$ cat src/sv/tlvpa_pkg.sv
// Package for the TLV packet assembler: shared codes, types and constants.
// Used by tlvpa_ctrl, tlvpa_dp and tlv_packet_assembler_top; no dependencies.
`default_nettype none
package tlvpa_pkg;

  localparam int STORE_LIMIT = 60;   // largest store that keeps a frame within 63 words
  localparam int USED_W      = 6;
  localparam int CFG_W       = 8;
  localparam int CFG_IDX_W   = 2;

  localparam logic [1:0] MODE_CLEAR = 2'd0;
  localparam logic [1:0] MODE_ADD   = 2'd1;
  localparam logic [1:0] MODE_SEND  = 2'd2;

  localparam logic [CFG_IDX_W-1:0] CFG_RX_ADDR    = 2'd0;
  localparam logic [CFG_IDX_W-1:0] CFG_TX_ADDR    = 2'd1;
  localparam logic [CFG_IDX_W-1:0] CFG_LINK_READY = 2'd2;

  localparam logic [7:0] RX_ADDR_RST = 8'h15;
  localparam logic [7:0] TX_ADDR_RST = 8'h14;

  typedef enum logic [7:0] {
    S_IDLE    = 8'b0000_0001,
    S_ADD_WR  = 8'b0000_0010,
    S_ADD_ST  = 8'b0000_0100,
    S_SND_RA  = 8'b0000_1000,
    S_SND_SA  = 8'b0001_0000,
    S_SND_CNT = 8'b0010_0000,
    S_SND_RD  = 8'b0100_0000,
    S_SND_DAT = 8'b1000_0000
  } state_t;

  typedef enum logic [2:0] {
    SEL_STAT = 3'd0,
    SEL_RA   = 3'd1,
    SEL_SA   = 3'd2,
    SEL_CNT  = 3'd3,
    SEL_DATA = 3'd4
  } out_sel_t;

  typedef struct packed {
    logic     latch_in;    // capture input word, clear byte counters
    logic     clear_used;  // empty the store
    logic     wr_en;       // write one element byte
    logic     k_inc;       // advance element byte counter
    logic     commit_add;  // bump fill count if the add fits
    logic     rd_en;       // read one stored byte
    logic     idx_inc;     // advance read index
    logic     out_load;    // load the output register
    out_sel_t out_sel;
  } cmd_t;

  typedef struct packed {
    logic add_ok;
    logic add_done;
    logic rd_last;
    logic used_zero;
    logic link_ready;
    logic out_free;
  } sts_t;

endpackage
`default_nettype wire

$ cat src/sv/tlvpa_ctrl.sv
// Controller state machine of the TLV packet assembler.
// Depends on tlvpa_pkg; drives commands to tlvpa_dp and reads its status.
`default_nettype none
module tlvpa_ctrl (
  input  wire logic              clk,
  input  wire logic              rst_n,
  input  wire logic              in_valid,
  input  wire logic [1:0]        in_mode,
  output logic                   in_stall,
  input  wire tlvpa_pkg::sts_t   sts,
  output tlvpa_pkg::cmd_t        cmd
);
  import tlvpa_pkg::*;

  state_t state_r, state_nxt;

  always_ff @(posedge clk) begin
    if (!rst_n) begin
      state_r <= S_IDLE;
    end else begin
      state_r <= state_nxt;
    end
  end

  assign in_stall = (state_r != S_IDLE);

  always_comb begin
    state_nxt = state_r;
    cmd       = '0;
    cmd.out_sel = SEL_STAT;
    case (state_r)
      S_IDLE: begin
        if (in_valid) begin
          cmd.latch_in = 1'b1;
          case (in_mode)
            MODE_CLEAR: cmd.clear_used = 1'b1;
            MODE_ADD:   state_nxt = S_ADD_WR;
            MODE_SEND: begin
              if (sts.link_ready && !sts.used_zero) state_nxt = S_SND_RA;
            end
            default: ;
          endcase
        end
      end
      S_ADD_WR: begin
        if (!sts.add_ok) begin
          state_nxt = S_ADD_ST;
        end else begin
          cmd.wr_en = 1'b1;
          if (sts.add_done) state_nxt = S_ADD_ST;
          else cmd.k_inc = 1'b1;
        end
      end
      S_ADD_ST: begin
        if (sts.out_free) begin
          cmd.out_load   = 1'b1;
          cmd.out_sel    = SEL_STAT;
          cmd.commit_add = 1'b1;
          state_nxt      = S_IDLE;
        end
      end
      S_SND_RA: begin
        if (sts.out_free) begin
          cmd.out_load = 1'b1;
          cmd.out_sel  = SEL_RA;
          state_nxt    = S_SND_SA;
        end
      end
      S_SND_SA: begin
        if (sts.out_free) begin
          cmd.out_load = 1'b1;
          cmd.out_sel  = SEL_SA;
          state_nxt    = S_SND_CNT;
        end
      end
      S_SND_CNT: begin
        if (sts.out_free) begin
          cmd.out_load = 1'b1;
          cmd.out_sel  = SEL_CNT;
          state_nxt    = S_SND_RD;
        end
      end
      S_SND_RD: begin
        cmd.rd_en = 1'b1;
        state_nxt = S_SND_DAT;
      end
      S_SND_DAT: begin
        if (sts.out_free) begin
          cmd.out_load = 1'b1;
          cmd.out_sel  = SEL_DATA;
          if (sts.rd_last) begin
            state_nxt = S_IDLE;
          end else begin
            cmd.idx_inc = 1'b1;
            state_nxt   = S_SND_RD;
          end
        end
      end
      default: state_nxt = S_IDLE;
    endcase
  end

endmodule
`default_nettype wire

$ cat src/sv/tlvpa_dp.sv
// Datapath of the TLV packet assembler: payload memory, fill count,
// configuration registers and output register. Depends on tlvpa_pkg.
`default_nettype none
module tlvpa_dp #(
  parameter int PAYLOAD_BYTES = 60
) (
  input  wire logic                          clk,
  input  wire logic                          rst_n,
  input  wire logic [7:0]                    in_elem_type,
  input  wire logic [2:0]                    in_elem_len,
  input  wire logic [31:0]                   in_elem_value,
  input  wire logic                          cfg_we,
  input  wire logic [tlvpa_pkg::CFG_IDX_W-1:0] cfg_index,
  input  wire logic [tlvpa_pkg::CFG_W-1:0]   cfg_data,
  input  wire tlvpa_pkg::cmd_t               cmd,
  output tlvpa_pkg::sts_t                    sts,
  output logic                               out_valid,
  input  wire logic                          out_stall,
  output logic                               out_is_frame_byte,
  output logic [7:0]                         out_frame_byte,
  output logic                               out_last_byte,
  output logic                               out_add_accepted
);
  import tlvpa_pkg::*;

  localparam int CAP = (PAYLOAD_BYTES > STORE_LIMIT) ? STORE_LIMIT : PAYLOAD_BYTES;
  localparam int AW  = $clog2(CAP);

  logic [7:0]        mem [CAP];
  logic [7:0]        rd_q_r;

  logic [7:0]        rx_addr_r, tx_addr_r;
  logic              link_ready_r;
  logic [USED_W-1:0] used_r;
  logic [7:0]        type_r;
  logic [2:0]        len_r;
  logic [31:0]       value_r;
  logic [2:0]        k_r;
  logic [USED_W-1:0] idx_r;

  logic              out_valid_r;
  logic              out_isf_r, out_last_r, out_acc_r;
  logic [7:0]        out_byte_r;

  logic [USED_W:0]   add_sum;
  logic              len_ok, add_ok;
  logic [USED_W-1:0] wr_sum;
  logic [AW-1:0]     wr_addr, rd_addr;
  logic [7:0]        wr_byte;
  logic              out_free;
  logic              rd_last;

  // Fit check: the length must be 1..4 and the new element must not run past the store capacity.
  assign len_ok  = (len_r != 3'd0) && (len_r <= 3'd4);
  assign add_sum = {1'b0, used_r} + (USED_W+1)'(2) + {{(USED_W-2){1'b0}}, len_r};
  assign add_ok  = len_ok && (add_sum <= (USED_W+1)'(CAP));

  assign wr_sum  = used_r + {{(USED_W-3){1'b0}}, k_r};
  assign wr_addr = wr_sum[AW-1:0];
  assign rd_addr = idx_r[AW-1:0];
  assign rd_last = ({1'b0, idx_r} + (USED_W+1)'(1)) == {1'b0, used_r};

  always_comb begin
    case (k_r)
      3'd0:    wr_byte = type_r;
      3'd1:    wr_byte = {5'd0, len_r};
      3'd2:    wr_byte = value_r[7:0];
      3'd3:    wr_byte = value_r[15:8];
      3'd4:    wr_byte = value_r[23:16];
      3'd5:    wr_byte = value_r[31:24];
      default: wr_byte = 8'd0;
    endcase
  end

  assign out_free = !out_valid_r || !out_stall;

  always_comb begin
    sts            = '0;
    sts.add_ok     = add_ok;
    sts.add_done   = ({1'b0, k_r} == ({1'b0, len_r} + 4'd1));
    sts.rd_last    = rd_last;
    sts.used_zero  = (used_r == '0);
    sts.link_ready = link_ready_r;
    sts.out_free   = out_free;
  end

  // Payload memory: one write and one registered read per cycle.
  always_ff @(posedge clk) begin
    if (cmd.wr_en) mem[wr_addr] <= wr_byte;
    if (cmd.rd_en) rd_q_r <= mem[rd_addr];
  end

  always_ff @(posedge clk) begin
    if (!rst_n) begin
      rx_addr_r    <= RX_ADDR_RST;
      tx_addr_r    <= TX_ADDR_RST;
      link_ready_r <= 1'b1;
    end else if (cfg_we) begin
      case (cfg_index)
        CFG_RX_ADDR:    rx_addr_r    <= cfg_data;
        CFG_TX_ADDR:    tx_addr_r    <= cfg_data;
        CFG_LINK_READY: link_ready_r <= cfg_data[0];
        default: ;
      endcase
    end
  end

  always_ff @(posedge clk) begin
    if (cmd.latch_in) begin
      type_r  <= in_elem_type;
      len_r   <= in_elem_len;
      value_r <= in_elem_value;
    end
  end

  always_ff @(posedge clk) begin
    if (!rst_n) begin
      used_r <= '0;
      k_r    <= '0;
      idx_r  <= '0;
    end else begin
      if (cmd.clear_used) used_r <= '0;
      else if (cmd.commit_add && add_ok) used_r <= add_sum[USED_W-1:0];
      if (cmd.latch_in) k_r <= '0;
      else if (cmd.k_inc) k_r <= k_r + 3'd1;
      if (cmd.latch_in) idx_r <= '0;
      else if (cmd.idx_inc) idx_r <= idx_r + (USED_W)'(1);
    end
  end

  always_ff @(posedge clk) begin
    if (!rst_n) begin
      out_valid_r <= 1'b0;
    end else if (cmd.out_load) begin
      out_valid_r <= 1'b1;
    end else if (!out_stall) begin
      out_valid_r <= 1'b0;
    end
  end

  always_ff @(posedge clk) begin
    if (cmd.out_load) begin
      case (cmd.out_sel)
        SEL_STAT: begin
          out_isf_r  <= 1'b0;
          out_byte_r <= 8'd0;
          out_last_r <= 1'b0;
          out_acc_r  <= add_ok;
        end
        SEL_RA: begin
          out_isf_r  <= 1'b1;
          out_byte_r <= rx_addr_r;
          out_last_r <= 1'b0;
          out_acc_r  <= 1'b0;
        end
        SEL_SA: begin
          out_isf_r  <= 1'b1;
          out_byte_r <= tx_addr_r;
          out_last_r <= 1'b0;
          out_acc_r  <= 1'b0;
        end
        SEL_CNT: begin
          out_isf_r  <= 1'b1;
          out_byte_r <= {{(8-USED_W){1'b0}}, used_r};
          out_last_r <= 1'b0;
          out_acc_r  <= 1'b0;
        end
        SEL_DATA: begin
          out_isf_r  <= 1'b1;
          out_byte_r <= rd_q_r;
          out_last_r <= rd_last;
          out_acc_r  <= 1'b0;
        end
        default: begin
          out_isf_r  <= 1'b0;
          out_byte_r <= 8'd0;
          out_last_r <= 1'b0;
          out_acc_r  <= 1'b0;
        end
      endcase
    end
  end

  assign out_valid         = out_valid_r;
  assign out_is_frame_byte = out_isf_r;
  assign out_frame_byte    = out_byte_r;
  assign out_last_byte     = out_last_r;
  assign out_add_accepted  = out_acc_r;

endmodule
`default_nettype wire

$ cat src/sv/tlv_packet_assembler_top.sv
// TLV packet assembler: top level joining controller and datapath.
// Depends on tlvpa_pkg, tlvpa_ctrl and tlvpa_dp.
//
// Usage:
//  - Input channel (in_valid / in_stall) takes one word per command:
//    clear (empty the store), add (append type, length, 1..4 value bytes,
//    least significant first) or send (stream the frame).
//  - Result channel (out_valid / out_stall) gives an add status word
//    (add_accepted) per add, and per send the receiver address, sender
//    address, count byte and stored bytes, last_byte on the final one.
//  - Steps per command: clear is done on acceptance; add: accept, one memory
//    write per stored byte, status word (accept and status word when rejected);
//    send: accept, three header words, then per stored byte a read and an output
//    load, as set by the single registered memory read port. One at a time.
//  - A send with an empty store or link_ready clear, and mode 3, give no word.
//  - Stall: a stalled result holds in the output register; the controller
//    waits before loading the next word. A finished result may wait while
//    the next command is already taken.
//  - Reset (rst_n low, synchronous): store emptied, addresses 0x15/0x14,
//    link_ready set. Store contents need no clearing.
`default_nettype none
module tlv_packet_assembler_top #(
  parameter int PAYLOAD_BYTES = 60
) (
  input  wire logic                            clk,
  input  wire logic                            rst_n,
  input  wire logic                            in_valid,
  output logic                                 in_stall,
  input  wire logic [1:0]                      in_mode,
  input  wire logic [7:0]                      in_elem_type,
  input  wire logic [2:0]                      in_elem_len,
  input  wire logic [31:0]                     in_elem_value,
  output logic                                 out_valid,
  input  wire logic                            out_stall,
  output logic                                 out_is_frame_byte,
  output logic [7:0]                           out_frame_byte,
  output logic                                 out_last_byte,
  output logic                                 out_add_accepted,
  input  wire logic                            cfg_we,
  input  wire logic [tlvpa_pkg::CFG_IDX_W-1:0] cfg_index,
  input  wire logic [tlvpa_pkg::CFG_W-1:0]     cfg_data
);
  import tlvpa_pkg::*;

  cmd_t cmd;
  sts_t sts;

  tlvpa_ctrl u_ctrl (
    .clk      (clk),
    .rst_n    (rst_n),
    .in_valid (in_valid),
    .in_mode  (in_mode),
    .in_stall (in_stall),
    .sts      (sts),
    .cmd      (cmd)
  );

  tlvpa_dp #(
    .PAYLOAD_BYTES (PAYLOAD_BYTES)
  ) u_dp (
    .clk               (clk),
    .rst_n             (rst_n),
    .in_elem_type      (in_elem_type),
    .in_elem_len       (in_elem_len),
    .in_elem_value     (in_elem_value),
    .cfg_we            (cfg_we),
    .cfg_index         (cfg_index),
    .cfg_data          (cfg_data),
    .cmd               (cmd),
    .sts               (sts),
    .out_valid         (out_valid),
    .out_stall         (out_stall),
    .out_is_frame_byte (out_is_frame_byte),
    .out_frame_byte    (out_frame_byte),
    .out_last_byte     (out_last_byte),
    .out_add_accepted  (out_add_accepted)
  );

endmodule
`default_nettype wire
$ cat config.mk
export PLATFORM = sky130hd
export DESIGN_NAME = tlv_packet_assembler_top
export DESIGN_NICKNAME = d
export VERILOG_FILES = /design/src/sv/tlvpa_pkg.sv /design/src/sv/tlvpa_ctrl.sv /design/src/sv/tlvpa_dp.sv /design/src/sv/tlv_packet_assembler_top.sv
export SDC_FILE = /design/constraint.sdc
export NUM_CORES = 1
export LEC_CHECK = 0
export ABC_AREA = 1
export BUFFER_PORTS_ARGS = -buffer_cell sky130_fd_sc_hd__buf_2
export CAP_MARGIN = 40
export CORE_MARGIN = 2
export CORE_UTILIZATION = 50
export CTS_BUF_LIST = sky130_fd_sc_hd__clkbuf_16
export DETAILED_ROUTE_END_ITERATION = 16
export PLACE_DENSITY = 0.69
export SYNTH_ARGS = -nofsm -noshare
export SYNTH_HDL_FRONTEND = slang
export SYNTH_SLANG_ARGS = --single-unit
$ cat constraint.sdc
create_clock -name clk -period 4.7 [get_ports clk]
set_input_delay 0.47 -clock clk [delete_from_list [all_inputs] [get_ports clk]]
set_output_delay 0.47 -clock clk [all_outputs]
set_load 0.03 [all_outputs]
==> impl_metrics.env, run 1 <==
export IMPL_avgSynthCellArea_um2=11.3
export IMPL_synth_mux_area_frac=0
export IMPL_critPathKind="reg -> reg"
export IMPL_m1WireLength_um=25300
export IMPL_globalRouteTotalUtil=0.250
export IMPL_ant_nets=0
export IMPL_clk_path_buf_depth=3
export IMPL_peakVddDrop_mv=0.268
export IMPL_powerDensity_nw_per_um2=463
export IMPL_holdCritPathClass="in -> reg"
export IMPL_hold_buffers=17
export IMPL_synth_top_family_by_area="simple AND/OR/NAND/NOR gates"
export IMPL_core_um2=47900
export IMPL_synth_area_leaders="edfxtp_1, nand2_1, nor2_1, o21ai_0, dfxtp_1"
export IMPL_drv_slew=0
export IMPL_vias=17200
export IMPL_timing_rr_start="u_dp.used_r[1]$_SDFFE_PP0P_"
export IMPL_hold_viol=0
export IMPL_worstRegToRegCells=16
export IMPL_worst_setup_path_startpoint="u_dp.used_r[1]$_SDFFE_PP0P_"
export IMPL_die_y_um=225
export IMPL_area_growth_pct=14.4
export IMPL_outcome="complete, no violations"
export IMPL_synthFlopType="edfxtp_1"
export IMPL_maxSlewHeadroom=0.316
export IMPL_synth_net_count=2227
export IMPL_r2r_slack_ns=0.87
export IMPL_antenna_found_initial=0
export IMPL_place_hpwl_um=38700
export IMPL_drive_gt1_frac=0.119
export IMPL_via_per_inst=5.84
export IMPL_fin_setup_tns_ns=0
export IMPL_yosysTopAreaCell="edfxtp_1"
export IMPL_synth_xor_area_frac=0.00426
export IMPL_grt_max_degree=249
export IMPL_fin_crit_ns=3.83
export IMPL_yosysMostFrequentCell="edfxtp_1"
export IMPL_ys_types=41
export IMPL_port_buffers=72
export IMPL_skew_ns=0.0258
export IMPL_fillers=3854
export IMPL_cts_made_buffers=58
export IMPL_syn_cell_area_um2=24400
export IMPL_start_util=0.508
export IMPL_end_kind="flip-flop"
export IMPL_yosysTopAreaCellShare=0.668
export IMPL_synth_edf_count=542
export IMPL_gp_congestion=0.879
export IMPL_yosysSeqAreaShare=0.701
export IMPL_synth_compound_area_frac=0.0942
export IMPL_num_rows=80
export IMPL_ys_ff_latch=583
export IMPL_drc=0
export IMPL_crit_arrival_ns=4.14
export IMPL_grt_overflow_total=0
export IMPL_synthAdderAreaFrac=0.0104
export IMPL_wl_met2_um=29800
export IMPL_rsz0062_at_grt="false"
export IMPL_postCtsSetupBuffers=0
export IMPL_clock_fmax_mhz=261
export IMPL_diodes=0
export IMPL_cp_endpoint="u_dp.mem[17][0]$_DFFE_PP_"
export IMPL_die_area_um2=50500
export IMPL_top_layer_used="met4"
export IMPL_synth_common_cells="edfxtp_1, nand2_1, nor2_1"
export IMPL_grt_pass1_vias=16500
export IMPL_synth_cells=2148
export IMPL_grt_pass1_wl_um=95700
export IMPL_yosys_area_share_simple=0.155
export IMPL_cp_max_fo=8
export IMPL_wl_met3_um=5980
export IMPL_setup_viol=0
export IMPL_cts_sinks=583
export IMPL_routedWlPerCell_um=21.4
export IMPL_cp_start_kind="flip-flop"
export IMPL_drt_iter0_drc=2190
export IMPL_worst_pin_slew_ns=1.03
export IMPL_insertion_delay_ns=0.62
export IMPL_required_ns=5.01
export IMPL_cts_htree_levels=2
export IMPL_cts_tree="yes"
export IMPL_wirelength_um=62900
export IMPL_utilization=0.581
export IMPL_ioPinCount=73
export IMPL_cts_clk_slew_worst_paths_ns=0.06
export IMPL_yosys_warnings=0
export IMPL_die_w_um=225
export IMPL_synthArstFlopShare=0
export IMPL_leakagePower_nw=10.2
export IMPL_firstDrtPassIters=6
export IMPL_num_nets_final=2365
export IMPL_post_route_period_util=0.814
export IMPL_reg2reg_to="u_dp.mem[17][0]$_DFFE_PP_"
export IMPL_drv_cap=0
export IMPL_cts_root_buf="clkbuf_16"
export IMPL_cts_repair_resized=0
-- through the flow --
| step | hold WS [ns] | power, mW | cell area (um^2) | worst slack, ns | cells |
|---|---|---|---|---|---|
| after CTS | 0.000208 | 13.0 | 27900 | 0.942 | 2944 |
| after floorplan | 0.429 | 7.69 | 24400 | 0.983 | 2148 |
| after global routing | 0.00521 | 13.4 | 27900 | 0.740 | 2944 |
| after detailed placement | 0.451 | 8.68 | 26000 | 0.980 | 2824 |
| final | 0.0291 | 12.9 | 27900 | 0.874 | 2944 |
| after global placement | 0.442 | 8.56 | 25800 | 0.962 | 2817 |
-- sequential cells by signal, indices dropped and copies added (netlist names) --
name	count
u_dp.mem	480
u_dp.value_r	32
u_ctrl.state_r	8
u_dp.out_frame_byte	8
u_dp.rd_q_r	8
u_dp.rx_addr_r	8
u_dp.tx_addr_r	8
u_dp.type_r	8
u_dp.idx_r	6
u_dp.used_r	6
u_dp.k_r	3
u_dp.len_r	3
u_dp.link_ready_r	1
u_dp.out_add_accepted	1
u_dp.out_is_frame_byte	1
u_dp.out_last_byte	1
u_dp.out_valid	1
-- final cells by class --
cell class	instances	area [um^2]	share of cell area
sequential	583	17100	0.614
multi-input combinational	1383	6530	0.234
clock buffer	59	1480	0.0530
timing repair buffer	189	1440	0.0517
tap	615	769	0.0276
clock inverter	44	283	0.0101
inverter	71	272	0.00974
-- worst min-delay path by stage --
stage                                         from                        endpoint  cells past startpoint
finish                             in_elem_type[3]        u_dp.type_r[3]$_DFFE_PP_                      1
global route                        in_elem_len[1]         u_dp.len_r[1]$_DFFE_PP_                      1
CTS                                 in_elem_len[1]         u_dp.len_r[1]$_DFFE_PP_                      1
detailed placement  u_dp.tx_addr_r[4]$_SDFFE_PN1P_  u_dp.tx_addr_r[4]$_SDFFE_PN1P_                      2
global placement    u_dp.rx_addr_r[4]$_SDFFE_PN1P_  u_dp.rx_addr_r[4]$_SDFFE_PN1P_                      2
floorplan           u_dp.rx_addr_r[2]$_SDFFE_PN1P_  u_dp.rx_addr_r[2]$_SDFFE_PN1P_                      2
-- logic make-up after synthesis --
logic type	after synthesis
AOI/OAI and AO/OA	418
xor gates and xnor gates	11
adders and majority gates	19
buffers and inverters	182
DFF	583
and+or+nand+nor	935
-- layout by cell type (no fill, tap or decap), types with 8 or more instances in the layout --
cell type        n
nand2_1        404
inv_1           76
dfxtp_1         38
buf_12           8
nand4_1         16
a221oi_1         8
dlygate4sd3_1   17
nand3_1        105
o21ai_1         28
o22ai_1         75
clkinv_2        10
edfxtp_1       542
nor2_1         389
clkinv_1        16
clkbuf_16       59
o21ai_0        259
ha_1            17
buf_2           72
buf_4           89
a21oi_1         20
nor3_1           9
-- critical path, cell delays in order (launching register included) --
cell and delay, ns:
dfxtp_1 0.43, inv_1 0.12, ha_1 0.29, inv_1 0.04, ha_1 0.20, fa_1 0.48
nand3_1 0.13, nand3_1 0.07, nand2_1 0.10, nor2_1 0.05, nand2_1 0.08, nand3_1 0.19
inv_2 0.18, nand4_1 0.48, buf_4 0.38, nor2_1 0.10, buf_4 0.19
-- per-layer routing --
metal  track usage  up-vias
met5             0        -
li1              -     7879
met2         0.401      864
met4        0.0827        0
met3        0.0520      144
met1         0.341     8300
-- power breakdown --
group | leakage (nW) | total (mW) | internal, mW | switching (mW)
clock network | 0.920 | 4.32 | 2.42 | 1.89
registers | 5.22 | 6.47 | 6.39 | 0.0849
logic | 4.09 | 2.13 | 0.520 | 1.61
(Power assumes the default switching activity.)
==> run 2: changes to the inputs <==
==> constraint.sdc (replaced) <==
create_clock -name clk -period 3.7 [get_ports clk]
set_input_delay 0.37 -clock clk [delete_from_list [all_inputs] [get_ports clk]]
set_output_delay 0.37 -clock clk [all_outputs]
set_load 0.03 [all_outputs]
==> impl_metrics.env, run 2 (same netlist as run 1, synthesis figures left out) <==
export IMPL_outcome="complete, no violations"
export IMPL_powerDensity_nw_per_um2=593
export IMPL_fin_setup_tns_ns=0
export IMPL_finalPower_mw=16.8
export IMPL_seq_area_um2=17100
export IMPL_combPwrFrac=0.159
export IMPL_leakagePower_nw=10.4
export IMPL_die_w_um=225
export IMPL_cts_sinks=583
export IMPL_diodes=0
export IMPL_ioPinCount=73
export IMPL_hold_viol=0
export IMPL_maxSlewHeadroom=0.351
export IMPL_seqPwrFrac=0.489
export IMPL_wl_met2_um=31100
export IMPL_largest_reg_flops=480
export IMPL_cp_start_kind="flip-flop"
export IMPL_final_cell_mix="edfxtp_1, nand2_1, nor2_1"
export IMPL_num_rows=80
export IMPL_clk_path_buf_depth=3
export IMPL_globalRouteTotalUtil=0.254
export IMPL_fillers=3657
export IMPL_cts_tree="yes"
export IMPL_final_common_cell="edfxtp_1"
export IMPL_placed_area_um2=26000
export IMPL_fin_crit_ns=3.52
export IMPL_drive_gt1_frac=0.125
export IMPL_utilization=0.592
export IMPL_grt_overflow_total=0
export IMPL_antenna_found_initial=1
export IMPL_clkPwrFrac=0.352
export IMPL_insertion_delay_ns=0.62
export IMPL_die_y_um=225
export IMPL_multiInputGateArea_um2=6530
export IMPL_core_um2=47900
export IMPL_post_route_period_util=0.952
export IMPL_m1WireLength_um=25700
export IMPL_drc=0
export IMPL_grt_max_degree=242
export IMPL_top_layer_used="met5"
export IMPL_vias=17500
export IMPL_cts_clk_slew_worst_paths_ns=0.06
export IMPL_holdCritPathClass="in -> reg"
export IMPL_drt_iter0_drc=2252
export IMPL_largest_register="u_dp.mem"
export IMPL_rsz0062_at_grt="false"
export IMPL_firstDrtPassIters=6
export IMPL_final_area_um2=28400
export IMPL_ant_nets=0
export IMPL_cts_htree_levels=2
export IMPL_peakVddDrop_mv=0.348
export IMPL_grt_pass1_wl_um=97400
export IMPL_clock_fmax_mhz=284
export IMPL_routedWlPerCell_um=21.6
export IMPL_setup_viol=0
export IMPL_p_int_mw=12.2
export IMPL_critPathKind="reg -> reg"
export IMPL_num_nets_final=2400
export IMPL_required_ns=4.02
export IMPL_cp_max_fo=8
export IMPL_cts_made_buffers=58
export IMPL_crit_arrival_ns=3.84
export IMPL_grt_pass1_vias=16800
export IMPL_skew_ns=0.0176
export IMPL_place_hpwl_um=38600
export IMPL_via_per_inst=5.87
export IMPL_drv_cap=0
export IMPL_wl_met3_um=5570
export IMPL_worst_pin_slew_ns=0.974
export IMPL_end_kind="flip-flop"
export IMPL_area_growth_pct=16.5
export IMPL_top_regs="u_dp.mem (480), u_dp.value_r (32)"
export IMPL_start_util=0.508
export IMPL_die_area_um2=50500
export IMPL_swShare=0.274
export IMPL_port_buffers=72
export IMPL_wirelength_um=64300
export IMPL_drv_slew=0
export IMPL_cts_root_buf="clkbuf_16"
export IMPL_switchingPower_mw=4.62
export IMPL_gp_congestion=0.910
run 2: layout make-up:
| type | instances | area share |
|---|---|---|
| multi-input combinational | 1383 | 0.230 |
| timing repair buffer | 224 | 0.0624 |
| inverter | 71 | 0.00957 |
| tap | 615 | 0.0271 |
| sequential | 583 | 0.603 |
| clock inverter | 47 | 0.0143 |
| clock buffer | 61 | 0.0538 |
run 2: power by group through the flow:
| stage | Combinational [mW] | Sequential, mW | Clock, mW |
|---|---|---|---|
| floorplan | 1.31 | 8.46 | 0 |
| global placement | 2.59 | 8.35 | 0 |
| detailed placement | 2.60 | 8.36 | 0 |
| CTS | 2.64 | 8.22 | 5.99 |
| global route | 2.90 | 8.24 | 6.23 |
| finish | 2.68 | 8.23 | 5.92 |
run 2: worst paths after layout:
path,depth (start not counted),from,end,slack (ns)
worst max-delay path,16,u_dp.used_r[1]$_SDFFE_PP0P_,u_dp.mem[2][6]$_DFFE_PP_,0.18
worst min-delay path,3,cfg_data[5],u_dp.rx_addr_r[5]$_SDFFE_PN0P_,0.02
worst max register to register,16,u_dp.used_r[1]$_SDFFE_PP0P_,u_dp.mem[2][6]$_DFFE_PP_,0.18
worst min register to register,2,u_dp.tx_addr_r[4]$_SDFFE_PN1P_,u_dp.tx_addr_r[4]$_SDFFE_PN1P_,0.47
run 2: what timing repair did:
action                                  in CTS  in global routing
gates resized for setup                      0                  0
buffers inserted                             0                  1
hold buffers                                45                  0
hold endpoints to repair                    46                  0
endpoints found under the setup margin       0                 13
run 2: layer usage:
layer  vias to the layer above  global-route usage
li1                       7952                   -
met2                       931               0.419
met5                         -                   0
met3                       138              0.0367
met1                      8481               0.345
met4                         2              0.0929
run 2: stage by stage:
step           instances  setup slack (ns)  hold slack, ns
2_1_floorplan       2148             0.150           0.429
3_3_place_gp        2829             0.186           0.440
3_5_place_dp        2830             0.163           0.446
4_1_cts             2983             0.128         0.00274
5_1_grt             2984            0.0118          0.0338
6_report            2984             0.177          0.0242
run 2: critical path, stage by stage (launching register included):
cell	delay [ns]
dfxtp_1	0.42
inv_1	0.13
ha_1	0.30
inv_1	0.04
ha_1	0.21
fa_1	0.47
nand3_1	0.13
nand3_1	0.07
nand2_1	0.10
nor2_1	0.04
nand2_1	0.09
nand3_1	0.17
inv_2	0.18
nand4_1	0.25
buf_4	0.26
nor2_1	0.15
buf_4	0.21
